### config.mk
export PLATFORM = sky130hd
export DESIGN_NAME = cspb_ctrl
export DESIGN_NICKNAME = d
export VERILOG_FILES = /design/src/hdl/cspb_pkg.sv /design/src/hdl/cspb_ctrl.sv
export VERILOG_INCLUDE_DIRS = /design/src /design/src/hdl
export SDC_FILE = /design/constraint.sdc
export NUM_CORES = 1
export LEC_CHECK = 0
export BUFFER_PORTS_ARGS = -buffer_cell sky130_fd_sc_hd__clkbuf_2
export CORE_AREA = 3 3 40 42
export DETAILED_ROUTE_END_ITERATION = 6
export DIE_AREA = 0 0 43 45
export SYNTH_ARGS = -nofsm -noshare
export SYNTH_HDL_FRONTEND = slang
export SYNTH_SLANG_ARGS = --single-unit
### constraint.sdc
create_clock -name clk -period 1.4 [get_ports clk]
set_input_delay 0.14 -clock clk [delete_from_list [all_inputs] [get_ports clk]]
set_output_delay 0.14 -clock clk [all_outputs]
set_load 0.005 [all_outputs]
### src/hdl/assert_macros.svh
// Assertion macros shared by the selector's modules.
// Each macro expects a clock named clk and an active-low reset named arst_n.
`ifndef ASSERT_MACROS_SVH
`define ASSERT_MACROS_SVH

// Check a combinational condition at every clock edge.
`define CSPB_ASSERT(label, cond, msg) \
	label: assert property (@(posedge clk) disable iff (!arst_n) (cond)) else $error(msg);

// Check that a condition implies another one in the same cycle.
`define CSPB_ASSERT_IMPL(label, ante, cons, msg) \
	label: assert property (@(posedge clk) disable iff (!arst_n) (ante) |-> (cons)) \
		else $error(msg);

// Check that a condition implies another one in the next cycle.
`define CSPB_ASSERT_NEXT(label, ante, cons, msg) \
	label: assert property (@(posedge clk) disable iff (!arst_n) (ante) |=> (cons)) \
		else $error(msg);

`endif

### src/hdl/cspb_pkg.sv
`timescale 1ns / 1ps
// ----------------------------------------------------------------------------
// cspb_pkg
// Types and constants of the closest-sample-per-bin selector.
// ----------------------------------------------------------------------------
package cspb_pkg;

	localparam int unsigned CFG_IDX_W   = 3;
	localparam int unsigned CFG_DATA_W  = 32;
	localparam int unsigned BIN_IDX_W   = 10;
	localparam int unsigned BIN_CNT_W   = 11;

	// register indexes of the configuration port
	localparam logic [CFG_IDX_W-1:0] CFG_BINNING_MODE  = 3'd0;
	localparam logic [CFG_IDX_W-1:0] CFG_BIN_TARGET    = 3'd1;
	localparam logic [CFG_IDX_W-1:0] CFG_AMP_WINDOW    = 3'd2;
	localparam logic [CFG_IDX_W-1:0] CFG_Z_ORIGIN      = 3'd3;
	localparam logic [CFG_IDX_W-1:0] CFG_INV_Z_SPACING = 3'd4;
	localparam logic [CFG_IDX_W-1:0] CFG_BIN_COUNT     = 3'd5;

	// register reset values
	localparam logic                  RST_BINNING_MODE  = 1'b0;
	localparam logic signed [31:0]    RST_BIN_TARGET    = 32'sd0;
	localparam logic signed [31:0]    RST_AMP_WINDOW    = -32'sd1;
	localparam logic signed [31:0]    RST_Z_ORIGIN      = 32'sd0;
	localparam logic [31:0]           RST_INV_Z_SPACING = 32'd26214;
	localparam logic [BIN_CNT_W-1:0]  RST_BIN_COUNT     = 11'd1024;

	localparam logic OP_OFFER  = 1'b0;
	localparam logic OP_REPORT = 1'b1;

	localparam logic MODE_PHASE     = 1'b0;
	localparam logic MODE_AMPLITUDE = 1'b1;

	// one half in the Q32.32 product
	localparam logic [63:0] PROD_HALF = 64'h0000_0000_8000_0000;

	typedef struct packed {
		logic               opcode;
		logic signed [31:0] amplitude;
		logic signed [31:0] phase;
		logic signed [31:0] z_position;
	} request_t;

	typedef struct packed {
		logic                 accepted;
		logic                 out_of_range;
		logic [BIN_IDX_W-1:0] bin_index;
		logic signed [31:0]   min_kept;
		logic signed [31:0]   max_kept;
		logic [BIN_CNT_W-1:0] empty_bins;
	} result_t;

	// one stored bin
	typedef struct packed {
		logic               filled;
		logic [31:0]        distance;
		logic signed [31:0] value;
	} bin_entry_t;

	typedef struct packed {
		logic load_req;
		logic mul;
		logic idx_rd;
		logic rmw;
		logic walk_rd;
		logic clr_wr;
		logic ptr_clr;
		logic ptr_inc;
		logic acc_clr;
		logic emit_report;
	} ctrl_cmd_t;

	typedef struct packed {
		logic clr_last;
		logic walk_end;
	} ctrl_sts_t;

endpackage

### src/hdl/cspb_ctrl.sv
`timescale 1ns / 1ps
// ----------------------------------------------------------------------------
// cspb_ctrl
// Controller: clearing pass, offer sequence and report walk.
// ----------------------------------------------------------------------------
`include "assert_macros.svh"

module cspb_ctrl (
	input  logic                 clk,
	input  logic                 arst_n,
	input  logic                 start,
	input  logic                 opcode,
	input  cspb_pkg::ctrl_sts_t  sts,
	output logic                 busy,
	output logic                 done,
	output cspb_pkg::ctrl_cmd_t  cmd
);
	import cspb_pkg::*;

	typedef enum logic [7:0] {
		S_CLEAR  = 8'b0000_0001,
		S_IDLE   = 8'b0000_0010,
		S_MUL    = 8'b0000_0100,
		S_IDX    = 8'b0000_1000,
		S_RMW    = 8'b0001_0000,
		S_WALK   = 8'b0010_0000,
		S_DRAIN  = 8'b0100_0000,
		S_REPORT = 8'b1000_0000
	} state_t;

	state_t state_q;
	state_t state_d;
	logic   done_q;

	always_comb begin
		state_d = state_q;
		cmd     = '0;
		unique case (state_q)
			S_CLEAR: begin
				cmd.clr_wr  = 1'b1;
				cmd.ptr_inc = 1'b1;
				if (sts.clr_last) begin
					state_d = S_IDLE;
				end
			end
			S_IDLE: begin
				if (start) begin
					cmd.load_req = 1'b1;
					if (opcode == OP_REPORT) begin
						cmd.ptr_clr = 1'b1;
						cmd.acc_clr = 1'b1;
						state_d     = S_WALK;
					end else begin
						state_d = S_MUL;
					end
				end
			end
			S_MUL: begin
				cmd.mul = 1'b1;
				state_d = S_IDX;
			end
			S_IDX: begin
				cmd.idx_rd = 1'b1;
				state_d    = S_RMW;
			end
			S_RMW: begin
				cmd.rmw = 1'b1;
				state_d = S_IDLE;
			end
			S_WALK: begin
				if (sts.walk_end) begin
					state_d = S_DRAIN;
				end else begin
					cmd.walk_rd = 1'b1;
					cmd.ptr_inc = 1'b1;
				end
			end
			// let the last read land in the accumulators
			S_DRAIN: begin
				state_d = S_REPORT;
			end
			S_REPORT: begin
				cmd.emit_report = 1'b1;
				state_d         = S_IDLE;
			end
			default: begin
				state_d = S_IDLE;
			end
		endcase
	end

	always_ff @(posedge clk or negedge arst_n) begin
		if (!arst_n) begin
			state_q <= S_CLEAR;
			done_q  <= 1'b0;
		end else begin
			state_q <= state_d;
			done_q  <= cmd.rmw || cmd.emit_report;
		end
	end

	assign busy = (state_q != S_IDLE);
	assign done = done_q;

	`CSPB_ASSERT_NEXT(a_accept_busy, start && !busy, busy, "accepted transfer left block idle")
	`CSPB_ASSERT_IMPL(a_done_idle, done, state_q == S_IDLE, "result strobe outside idle")
	`CSPB_ASSERT_NEXT(a_done_single, done, !done, "result strobe held two cycles")

endmodule

==> load_flow_metrics.sql, run 1 <==
INSERT INTO impl_metrics (metric_group, metric, value, unit) VALUES
('run_status', 'outcome', 'finished, violations left', ''),
('run_status', 'violated_checks', 'negative setup slack', ''),
('cts', 'cts.sink_count', '9', ''),
('job', 'number_of_violations_of_the_max_capacitance_limit', '0', ''),
('power', 'power.total', '0.00141', 'W'),
('critical_path', 'worst_r2r_path_depth', '7', ''),
('synth', 'yosys_register_bits', '9', ''),
('global_route', 'grt_pass1_vias', '506', ''),
('synth', 'syn_area_per_cell', '10.1', 'µm²'),
('place', 'placed_area', '662', 'µm²'),
('synth', 'netlist-cell-type-count', '22', ''),
('floorplanning', 'initial_core_util', '37.7', '%'),
('cts', 'clock_root_buffer', 'sky130_fd_sc_hd__clkbuf_4', ''),
('synth', 'synth-edff-count', '0', ''),
('routing', 'routed-via-count', '504', ''),
('global_route', 'grt_max_degree', '10', ''),
('sta', 'post-route-worst-setup-slack', '-0.366', 'ns'),
('place', 'gp_routability_congestion', '0.776', ''),
('global_route', 'wire_length_of_the_first_global_routing_pass', '2110', 'µm'),
('sta', 'max_slew_margin', '82.3', '%'),
('routing', 'avgRoutedWirePerCell', '12.3', 'µm'),
('critical_path', 'crit_arrival', '1.63', 'ns'),
('synth', 'synth-main-ff-cell', 'sky130_fd_sc_hd__dfrtp_1', ''),
('routing', 'detail_route.vias_per_cell', '4.94', ''),
('place', 'placedCellCount', '89', ''),
('cts', 'worst_setup_hold_path_clk_slew', '0.06', 'ns'),
('synth', 'ys.warnings.count', '0', ''),
('synth', 'synth_top_area_share', '41.3', '%'),
('routing', 'route.detailed.drc', '0', ''),
('global_route', 'grt_overflow_total', '0', ''),
('place', 'post_place_worst_slack', '-0.0413', 'ns'),
('routing', 'antenna_violating_nets_post_route', '0', ''),
('critical_path', 'path_class', 'reg -> out', ''),
('critical_path', 'crit_required', '1.26', 'ns'),
('sta', 'setup_violations', '15', ''),
('synth', 'synthesis.instances', '48', ''),
('floorplanning', 'die_h', '45', 'µm'),
('layout', 'design_area', '817', 'µm²'),
('layout', 'diodes', '0', ''),
('place', 'portBuffers', '17', ''),
('min_path', 'timing.hold.worst.class', 'in -> reg', ''),
('floorplanning', 'floorplan.io_pins', '18', ''),
('sta', 'worstMarginPinSlew', '0.264', 'ns'),
('layout', 'drive_gt1_share', '62.1', '%'),
('synth', 'synth_area_leader_cell', 'sky130_fd_sc_hd__dfrtp_1', ''),
('routing', 'detail_route.iter0.violations', '8', ''),
('power', 'powerDensity', '1720', 'mW/mm²'),
('synth', 'yosys-top-cells-area', 'sky130_fd_sc_hd__dfrtp_1 (41%), sky130_fd_sc_hd__nor3b_1 (7.8%), sky130_fd_sc_hd__and4b_1 (6.2%), sky130_fd_sc_hd__nor2_1 (6.2%), sky130_fd_sc_hd__dfstp_2 (5.4%)', ''),
('floorplanning', 'dieWidth', '43', 'µm'),
('floorplanning', 'placementRows', '13', ''),
('cts', 'tritoncts', 'yes', ''),
('synth', 'synth_top_cells_by_count', 'sky130_fd_sc_hd__dfrtp_1 (8), sky130_fd_sc_hd__nor2_1 (8), sky130_fd_sc_hd__nor3b_1 (5)', ''),
('cts', 'clk_latency_worst_skew_pair', '0.26', 'ns'),
('critical_path', 'critical_path_start_type', 'flip-flop', ''),
('sta', 'period_share', '126', '%'),
('critical_path', 'setup.worst_path.end_class', 'output pin', ''),
('sta', 'final_hold_viol_count', '0', ''),
('critical_path', 'critPathLaunch', 'state_q[3]$_DFFE_PN0P_', ''),
('routing', 'drt_pre_antenna_iters', '4', ''),
('layout', 'signed_area_change_from_the_synthesized_netlist_to_the_final_layout', '68.7', '%'),
('layout', 'nets', '94', ''),
('power', 'vdd.ir_drop.worst', '1190', 'µV'),
('cts', 'tritoncts_buffer_count', '3', ''),
('critical_path', 'critical_path.max_fanout', '3', ''),
('synth', 'net_count_after_synthesis', '54', ''),
('critical_path', 'worst-r2r-setup-slack', '-0.16', 'ns'),
('cts', 'htreeDepth', '1', ''),
('place', 'dp_hpwl', '825', 'µm'),
('sta', 'timing.final.crit_period', '1.77', 'ns'),
('cts', 'clockBufferDepth', '2', ''),
('floorplanning', 'overall_die_area', '0.00194', 'mm²');
==> how the worst min path moves through the flow <==
stage,cells past startpoint,start,slack (ns),endpoint
after global placement,1,arst_n,0.01,state_q[4]$_DFFE_PN0P_
after floorplan,0,arst_n,-0.16,done$_DFF_PN0_
final,2,sts[1],0.02,state_q[0]$_DFFE_PN1P_
after detailed placement,1,arst_n,0.01,state_q[7]$_DFFE_PN0P_
after CTS,2,sts[1],0.007,state_q[0]$_DFFE_PN1P_
after global routing,2,sts[1],0.02,state_q[0]$_DFFE_PN1P_
==> metrics by stage <==
step	TNS (ns)	utilization, %
after global placement	-0.0836	51.5
after global routing	-5.14	63.6
after detailed placement	-0.106	51.5
final	-3.32	63.6
after floorplan	-0.0419	-
after CTS	-2.95	61.4
==> state kept, by name, indices dropped and copies added, names as in the netlist <==
signal   cells
state_q      8
done         1
==> layout by cell type (no fill, tap or decap), drive strengths merged, types with 2 or more instances in the layout <==
| cell type | Yosys | final |
|---|---|---|
| and4b | 4 | 4 |
| dfrtp | 8 | 8 |
| nor2 | 8 | 8 |
| clkbuf | 0 | 17 |
| inv | 3 | 3 |
| or2 | 2 | 2 |
| nand4b | 3 | 3 |
| nor4 | 2 | 2 |
| buf | 1 | 22 |
| o22ai | 2 | 2 |
| nand2 | 2 | 2 |
| nor3b | 5 | 5 |
==> where the power goes <==
part	internal [W]	switching (W)	leakage [nW]	total (W)
clock network	0.000110	0.0000891	0.0150	0.000199
registers	0.000303	0.0000338	0.117	0.000336
logic	0.000517	0.000355	0.307	0.000871
total	0.000929	0.000478	0.439	0.00141
==> timing repair <==
action / CTS / global route
hold buffers: 1 / 0
buffers inserted: 8 / 1
resized for setup: 9 / 12
cloned: 0 / 0
hold endpoints to repair: 9 / 0
pin swaps: 3 / 3
endpoints found under the setup margin: 11 / 18
==> critical path, cell delays in order, from the launching register on <==
cell                       delay [ns]
sky130_fd_sc_hd__dfrtp_2         0.42
sky130_fd_sc_hd__nor4_4          0.33
sky130_fd_sc_hd__and4b_2         0.32
sky130_fd_sc_hd__and3_4          0.19
sky130_fd_sc_hd__clkbuf_2        0.11
==> per-layer routing <==
layer	routed length [µm]	vias to the layer above	global-route usage [%]
li1	-	251	-
met3	75	2	3.19
met2	636	18	25.7
met4	10	0	7.23
met1	527	233	17.4
met5	0	-	0
==> cell type report <==
class,instances,area (µm²)
Clock buffer,4,26.3
Fill cell,109,468
Inverter,3,13.8
Multi-Input combinational cell,35,289
Sequential cell,9,228
Tap cell,15,18.8
Timing Repair Buffer,36,241
==> cell families after synthesis <==
logic type,synth area share (%)
DFF,46.8
xor gates and xnor gates,1.81
AOI/OAI and AO/OA,4.65
buffers and inverters,3.88
and+or+nand+nor,42.9
Power figures use the tool's default switching activity.
==> run 2, diff against run 1 <==
--- a/config.mk
+++ b/config.mk
@@ -6,10 +6,11 @@
 export SDC_FILE = /design/constraint.sdc
 export NUM_CORES = 1
 export LEC_CHECK = 0
-export BUFFER_PORTS_ARGS = -buffer_cell sky130_fd_sc_hd__clkbuf_2
+export ABC_AREA = 1
 export CORE_AREA = 3 3 40 42
 export DETAILED_ROUTE_END_ITERATION = 6
 export DIE_AREA = 0 0 43 45
+export DONT_BUFFER_PORTS = 1
 export SYNTH_ARGS = -nofsm -noshare
 export SYNTH_HDL_FRONTEND = slang
 export SYNTH_SLANG_ARGS = --single-unit
==> run 2 against run 1 <==
Effect of this change:
- the run now ends clean
- first-iteration DRC count is 25% lower
- area after synthesis up 15%
- maximum frequency increased by 31%
- sequential share of layout area increased by 6.7 points
- via count is 7.1% lower
- sequential cell count unchanged
- wire length down 14%
- clock skew decreased by 0.0037 ns
- worst setup slack improved by 0.42 ns
- hold slack improved by 0.0018 ns
- final cell count shrank 5.9%
- critical path type unchanged
- critical endpoint is now cmd[3]
- highest routed layer unchanged
==> load_flow_metrics.sql, run 2 <==
INSERT INTO impl_metrics (metric_group, metric, value, unit) VALUES
('run_status', 'outcome', 'complete, no violations', ''),
('floorplanning', 'core_area', '0.00128', 'mm²'),
('routing', 'route.detailed.drc', '0', ''),
('cts', 'tritoncts', 'yes', ''),
('synth', 'yosys_register_bits', '9', ''),
('layout', 'nets', '88', ''),
('routing', 'routed-via-count', '468', ''),
('cts', 'worst_setup_hold_path_clk_slew', '0.06', 'ns'),
('floorplanning', 'die_h', '45', 'µm'),
('layout', 'layout.cells.most_common', 'sky130_fd_sc_hd__nand2_1', ''),
('floorplanning', 'overall_die_area', '0.00194', 'mm²'),
('cts', 'clockBufferDepth', '2', ''),
('critical_path', 'crit_chain', 'inv_2 > nand2_4 > nor2_8 > nand2_8 > nor2_4', ''),
('layout', 'design_area', '656', 'µm²'),
('synth', 'synth_top_cells_by_count', 'sky130_fd_sc_hd__nand2_1 (13), sky130_fd_sc_hd__nor2_1 (13), sky130_fd_sc_hd__inv_1 (11)', ''),
('critical_path', 'critical_path.max_fanout', '7', ''),
('routing', 'drt_pre_antenna_iters', '4', ''),
('synth', 'synth-main-ff-cell', 'sky130_fd_sc_hd__dfrtp_1', ''),
('layout', 'number_of_flip_flops_under_the_largest_register_name', '8', ''),
('place', 'portBuffers', '0', ''),
('place', 'gp_routability_congestion', '0.758', ''),
('place', 'placed_area', '568', 'µm²'),
('routing', 'detail_route.iter0.violations', '6', ''),
('cts', 'htreeDepth', '1', ''),
('synth', 'synth_top_area_share', '36.0', '%'),
('layout', 'drive_gt1_share', '32.1', '%'),
('job', 'number_of_violations_of_the_max_capacitance_limit', '0', ''),
('synth', 'ys.warnings.count', '0', ''),
('critical_path', 'cp.buffers_inverters', '1', ''),
('synth', 'net_count_after_synthesis', '81', ''),
('routing', 'detail_route.vias_per_cell', '4.88', ''),
('sta', 'fmax', '0.743', 'GHz'),
('routing', 'routed_wire_length', '1070', 'µm'),
('floorplanning', 'initial_core_util', '43.3', '%'),
('global_route', 'grt_antenna_before_repair', '0', ''),
('sta', 'setup_violations', '0', ''),
('layout', 'n_fill_cell', '125', ''),
('cts', 'cts.sink_count', '9', ''),
('synth', 'synth-edff-count', '0', ''),
('sta', 'slew_violations', '0', ''),
('layout', 'multi_input_comb_area', '289', 'µm²'),
('synth', 'share_of_flip_flops_with_an_asynchronous_set_or_reset', '100', '%'),
('sta', 'worstMarginPinSlew', '0.434', 'ns'),
('sta', 'timing.final.crit_period', '1.35', 'ns'),
('power', 'vdd.ir_drop.worst', '821', 'µV'),
('layout', 'layout.cells.most_common_list', 'sky130_fd_sc_hd__nand2_1 (13), sky130_fd_sc_hd__nor2_1 (11), sky130_fd_sc_hd__inv_2 (9), sky130_fd_sc_hd__inv_1 (9), sky130_fd_sc_hd__dfrtp_1 (8)', ''),
('synth', 'syn-cell-area', '557', 'µm²'),
('sta', 'timing.clock.skew', '0.000963', 'ns'),
('synth', 'synthesis.instances', '75', ''),
('power', 'powerDensity', '1790', 'mW/mm²'),
('global_route', 'wire_length_of_the_first_global_routing_pass', '1630', 'µm'),
('routing', 'antenna_violating_nets_post_route', '0', ''),
('synth', 'yosysSeqAreaShare', '40.7', '%'),
('floorplanning', 'dieWidth', '43', 'µm'),
('synth', 'synth_area_leader_cell', 'sky130_fd_sc_hd__dfrtp_1', ''),
('global_route', 'groute.usage.overall', '11.6', '%'),
('critical_path', 'crit_arrival', '1.21', 'ns'),
('synth', 'syn_area_per_cell', '7.42', 'µm²'),
('sta', 'max_slew_margin', '70.9', '%'),
('layout', 'signed_area_change_from_the_synthesized_netlist_to_the_final_layout', '17.8', '%'),
('global_route', 'grt_overflow_total', '0', ''),
('synth', 'netlist-cell-type-count', '18', ''),
('power', 'static-leakage-power', '0.353', 'nW'),
('critical_path', 'path_class', 'reg -> out', ''),
('global_route', 'grt_max_degree', '10', ''),
('place', 'dp_hpwl', '839', 'µm'),
('floorplanning', 'placementRows', '13', ''),
('layout', 'diodes', '0', ''),
('cts', 'tritoncts_buffer_count', '3', ''),
('critical_path', 'crit_required', '1.26', 'ns'),
('layout', 'registers.top_by_ff_count', 'state_q', ''),
('power', 'power.total', '0.00118', 'W'),
('critical_path', 'setup.worst_path.end_class', 'output pin', ''),
('critical_path', 'critical_path.top_delay_family', 'simple AND/OR/NAND/NOR gates', ''),
('sta', 'period_share', '96.2', '%'),
('cts', 'clk_latency_worst_skew_pair', '0.26', 'ns'),
('global_route', 'grt_pass1_vias', '428', ''),
('synth', 'yosys-top-cells-area', 'sky130_fd_sc_hd__dfrtp_1 (36%), sky130_fd_sc_hd__nand2_1 (8.8%), sky130_fd_sc_hd__nor2_1 (8.8%), sky130_fd_sc_hd__inv_1 (7.4%), sky130_fd_sc_hd__nand2_4 (6.1%)', ''),
('cts', 'clock_root_buffer', 'sky130_fd_sc_hd__clkbuf_4', ''),
('critical_path', 'cpPeakStageDelay', '0.39', 'ns'),
('min_path', 'timing.hold.worst.class', 'in -> reg', ''),
('sta', 'grt_setup_unrepaired', 'yes', ''),
('layout', 'seq_cell_area', '226', 'µm²'),
('sta', 'final_hold_viol_count', '0', ''),
('critical_path', 'critical_path_start_type', 'flip-flop', ''),
('routing', 'avgRoutedWirePerCell', '11.2', 'µm'),
('floorplanning', 'floorplan.io_pins', '18', ''),
('critical_path', 'slowest_stage', 'sky130_fd_sc_hd__dfrtp_1', ''),
('layout', 'final_core_util', '51.0', '%');
-- run 2: worst paths after layout --
check,from,end,slack [ns],cells past startpoint
min in group asynchronous,arst_n,done$_DFF_PN0_,0.25,1
max reg2reg,state_q[0]$_DFFE_PN1P_,state_q[1]$_DFFE_PN0P_,0.19,7
min reg2reg,state_q[3]$_DFFE_PN0P_,state_q[4]$_DFFE_PN0P_,0.62,2
min,start,state_q[1]$_DFFE_PN0P_,0.02,3
max,state_q[4]$_DFFE_PN0P_,cmd[3],0.05,5
max in group asynchronous,arst_n,state_q[0]$_DFFE_PN1P_,0.82,1
-- run 2: kinds of logic after synthesis --
group	count (synthesis)	synth area share (%)
flip-flops	9	40.7
AO/OA/AOI/OAI	3	2.70
buffers and inverters	19	13.5
AND/OR/NAND/NOR	44	43.1
-- run 2: cell type report --
| class | instances | share of cell area (%) |
|---|---|---|
| Sequential cell | 9 | 34.5 |
| Multi-Input combinational cell | 47 | 44.1 |
| Timing Repair Buffer | 3 | 4.20 |
| Inverter | 18 | 10.3 |
| Tap cell | 15 | 2.86 |
| Clock buffer | 4 | 4.01 |
-- run 2: stage by stage --
stage	hold WS [ns]	setup TNS, ns	setup WS, ns	std cells
3_5_place_dp	-0.155	0	0.191	89
6_report	0.0176	0	0.0536	96
5_1_grt	0.0320	-0.0439	-0.0218	96
4_1_cts	0.00928	0	0.0350	95
2_1_floorplan	-0.156	0	0.249	75
3_3_place_gp	-0.155	0	0.190	89
-- run 2: worst register-to-register path: cells and delay by family (launching register included) --
| family | cells | cell delay (ns) |
|---|---|---|
| simple gates | 7 | 0.55 |
| flops | 1 | 0.55 |
-- run 2: timing repair --
action / in CTS / in global routing
pin swaps: 0 / 5
setup endpoints to repair: 2 / 7
gates resized for setup: 1 / 8
setup buffers: 0 / 1
endpoints found under the hold margin: 10 / 0
hold buffers: 2 / 0
-- run 2: power breakdown --
part           total, W  internal, W  switching [W]
clock network  0.000206     0.000110      0.0000954
logic          0.000629     0.000215       0.000414
registers      0.000341     0.000307      0.0000337
-- run 2: per-layer routing --
metal | share of wire [%] | track usage (%) | up-vias
li1 | - | - | 233
met1 | 41 | 13.9 | 216
met2 | 49 | 18.3 | 17
met3 | 8.8 | 3.59 | 2
met4 | 0.75 | 7.23 | 0
met5 | 0 | 0 | -
==> run 3, diff against run 2 <==
==> constraint.sdc (replaced) <==
create_clock -name clk -period 1.4 [get_ports clk]
set_input_delay 0.14 -clock clk [delete_from_list [all_inputs] [get_ports clk]]
set_output_delay 0.14 -clock clk [all_outputs]
set_load 0.05 [all_outputs]
==> run 3 against run 2 <==
Effect of this change:
- clock-buffer cell count unchanged
- power is 65% higher
- sequential cell count unchanged
- highest routed layer unchanged
- the flow now finishes with violations (negative setup slack)
==> load_flow_metrics.sql, run 3 (synthesis results as in run 2) <==
INSERT INTO impl_metrics (metric_group, metric, value, unit) VALUES
('cts', 'clock_root_buffer', 'sky130_fd_sc_hd__clkbuf_4', ''),
('layout', 'n_fill_cell', '91', ''),
('job', 'number_of_violations_of_the_max_capacitance_limit', '0', ''),
('sta', 'setup_violations', '12', ''),
('floorplanning', 'placementRows', '13', ''),
('critical_path', 'setup.worst_path.end_class', 'output pin', ''),
('floorplanning', 'dieWidth', '43', 'µm'),
('place', 'portBuffers', '0', ''),
('routing', 'detail_route.iter0.violations', '17', ''),
('layout', 'seq_cell_area', '226', 'µm²'),
('layout', 'number_of_flip_flops_under_the_largest_register_name', '8', ''),
('routing', 'avgRoutedWirePerCell', '11.7', 'µm'),
('routing', 'antenna_violating_nets_post_route', '0', ''),
('layout', 'layoutNonFillerInstCount', '117', ''),
('critical_path', 'timing.critical_path.to', 'cmd[1]', ''),
('min_path', 'holdCritStartpoint', 'start', ''),
('floorplanning', 'initial_core_util', '43.3', '%'),
('floorplanning', 'die_h', '45', 'µm'),
('cts', 'tritoncts_buffer_count', '3', ''),
('layout', 'registers.top_by_ff_count', 'state_q', ''),
('sta', 'max_slew_margin', '70.0', '%'),
('critical_path', 'worst-r2r-setup-slack', '-0.07', 'ns'),
('run_status', 'violated_checks', 'negative setup slack', ''),
('critical_path', 'path_class', 'reg -> out', ''),
('critical_path', 'critPathLaunch', 'state_q[4]$_DFFE_PN0P_', ''),
('place', 'placed_area', '746', 'µm²'),
('floorplanning', 'floorplan.io_pins', '18', ''),
('routing', 'routed_wire_length', '1370', 'µm'),
('critical_path', 'crit_arrival', '1.38', 'ns'),
('routing', 'route.detailed.drc', '0', ''),
('cts', 'tritoncts', 'yes', ''),
('run_status', 'outcome', 'finished, violations left', ''),
('routing', 'detail_route.vias_per_cell', '4.94', ''),
('critical_path', 'worst_r2r_path_depth', '10', ''),
('layout', 'signed_area_change_from_the_synthesized_netlist_to_the_final_layout', '75.3', '%'),
('power', 'power.total', '0.00194', 'W'),
('place', 'post_place_worst_slack', '0.155', 'ns'),
('cts', 'clk_latency_worst_skew_pair', '0.26', 'ns'),
('global_route', 'grt_pass1_vias', '592', ''),
('critical_path', 'critical_path.max_fanout', '4', ''),
('sta', 'worstMarginPinSlew', '0.448', 'ns'),
('layout', 'layout.cells.most_common', 'sky130_fd_sc_hd__buf_4', ''),
('global_route', 'grt_max_degree', '10', ''),
('critical_path', 'critical_path_start_type', 'flip-flop', ''),
('power', 'static-leakage-power', '0.481', 'nW'),
('critical_path', 'crit_required', '1.26', 'ns'),
('cts', 'cts.sink_count', '9', ''),
('layout', 'diodes', '0', ''),
('layout', 'nets', '109', ''),
('cts', 'clockBufferDepth', '2', ''),
('global_route', 'wire_length_of_the_first_global_routing_pass', '2330', 'µm'),
('layout', 'drive_gt1_share', '58.8', '%'),
('place', 'dp_hpwl', '891', 'µm'),
('power', 'powerDensity', '1980', 'mW/mm²'),
('critical_path', 'reg2reg_launch_point', 'state_q[4]$_DFFE_PN0P_', ''),
('sta', 'period_share', '109', '%'),
('layout', 'multi_input_comb_area', '347', 'µm²'),
('routing', 'drt_pre_antenna_iters', '4', ''),
('critical_path', 'timing.rr.end', 'state_q[1]$_DFFE_PN0P_', ''),
('min_path', 'timing.hold.worst.class', 'in -> reg', ''),
('layout', 'layout.cells.most_common_list', 'sky130_fd_sc_hd__buf_4 (12), sky130_fd_sc_hd__inv_2 (11), sky130_fd_sc_hd__nor2_4 (9), sky130_fd_sc_hd__nand2_1 (9), sky130_fd_sc_hd__dfrtp_1 (8)', ''),
('cts', 'worst_setup_hold_path_clk_slew', '0.07', 'ns'),
('floorplanning', 'core_area', '0.00128', 'mm²'),
('global_route', 'groute.usage.overall', '16.2', '%'),
('sta', 'fmax', '0.657', 'GHz'),
('sta', 'timing.final.crit_period', '1.52', 'ns'),
('sta', 'slew_violations', '0', ''),
('floorplanning', 'overall_die_area', '0.00194', 'mm²'),
('cts', 'htreeDepth', '1', ''),
('layout', 'final_core_util', '75.9', '%'),
('place', 'gp_routability_congestion', '0.777', ''),
('global_route', 'grt_overflow_total', '0', ''),
('place', 'placedCellCount', '99', ''),
('sta', 'grt_setup_unrepaired', 'yes', ''),
('power', 'vdd.ir_drop.worst', '1350', 'µV'),
('layout', 'design_area', '976', 'µm²'),
('routing', 'routed-via-count', '578', ''),
('sta', 'final_hold_viol_count', '0', ''),
('global_route', 'grt_antenna_before_repair', '0', ''),
('sta', 'post-route-worst-setup-slack', '-0.121', 'ns'),
('sta', 'timing.clock.skew', '0.00983', 'ns');
run 3: cell types whose count changed in the layout (fill, tap and decap cells not counted), sizes merged:
cell,change
buf,+21
run 3: per-layer routing:
layer  wire length (µm)  up-vias  global-route usage, %
li1                   -      278                      -
met4                 12        0                   7.23
met2                700       25                   29.9
met5                  0        -                      0
met3                 98        4                   4.78
met1                555      271                   17.0
run 3: how the worst min path moves through the flow:
| stage | endpoint | cells after the start | slack [ns] |
|---|---|---|---|
| 2_1_floorplan | done$_DFF_PN0_ | 0 | -0.16 |
| 3_3_place_gp | state_q[3]$_DFFE_PN0P_ | 0 | -0.16 |
| 3_5_place_dp | state_q[4]$_DFFE_PN0P_ | 0 | -0.16 |
| 4_1_cts | state_q[1]$_DFFE_PN0P_ | 3 | 0.02 |
| 5_1_grt | state_q[1]$_DFFE_PN0P_ | 3 | 0.02 |
| 6_report | state_q[1]$_DFFE_PN0P_ | 3 | 0.03 |
run 3: layout make-up:
cell class,count,area share [%]
Timing Repair Buffer,24,29.5
Multi-Input combinational cell,47,35.5
Inverter,18,7.18
Clock buffer,4,2.69
Tap cell,15,1.92
Sequential cell,9,23.2
run 3: report_power, final:
group          leakage, nW  switching [W]  internal, W  total [W]
clock               0.0150      0.0000926     0.000110   0.000202
combinational        0.347       0.000800     0.000582    0.00138
sequential           0.118      0.0000435     0.000307   0.000351
total                0.481       0.000936     0.000999    0.00194
run 3: stage by stage:
step | hold WS [ns] | TNS [ns]
2_1_floorplan | -0.156 | -0.358
3_3_place_gp | -0.155 | 0
3_5_place_dp | -0.155 | 0
4_1_cts | 0.0186 | -0.786
5_1_grt | 0.0216 | -1.87
6_report | 0.0258 | -1.02
run 3: worst max-delay path, cell delays in order, from the launching register on:
cell	delay, ns
sky130_fd_sc_hd__dfrtp_1	0.40
sky130_fd_sc_hd__inv_2	0.09
sky130_fd_sc_hd__nand2_4	0.07
sky130_fd_sc_hd__nor2_8	0.18
sky130_fd_sc_hd__nand2_8	0.09
sky130_fd_sc_hd__nor2_4	0.11
sky130_fd_sc_hd__buf_12	0.18
run 3: timing repair:
| item | 4_1_cts | 5_1_grt |
|---|---|---|
| cloned | 0 | 0 |
| setup buffers | 5 | 7 |
| pin swaps | 5 | 7 |
| endpoints found under the setup margin | 11 | 13 |
| hold buffers | 2 | 0 |
| endpoints found under the hold margin | 10 | 0 |
| resized for setup | 18 | 10 |
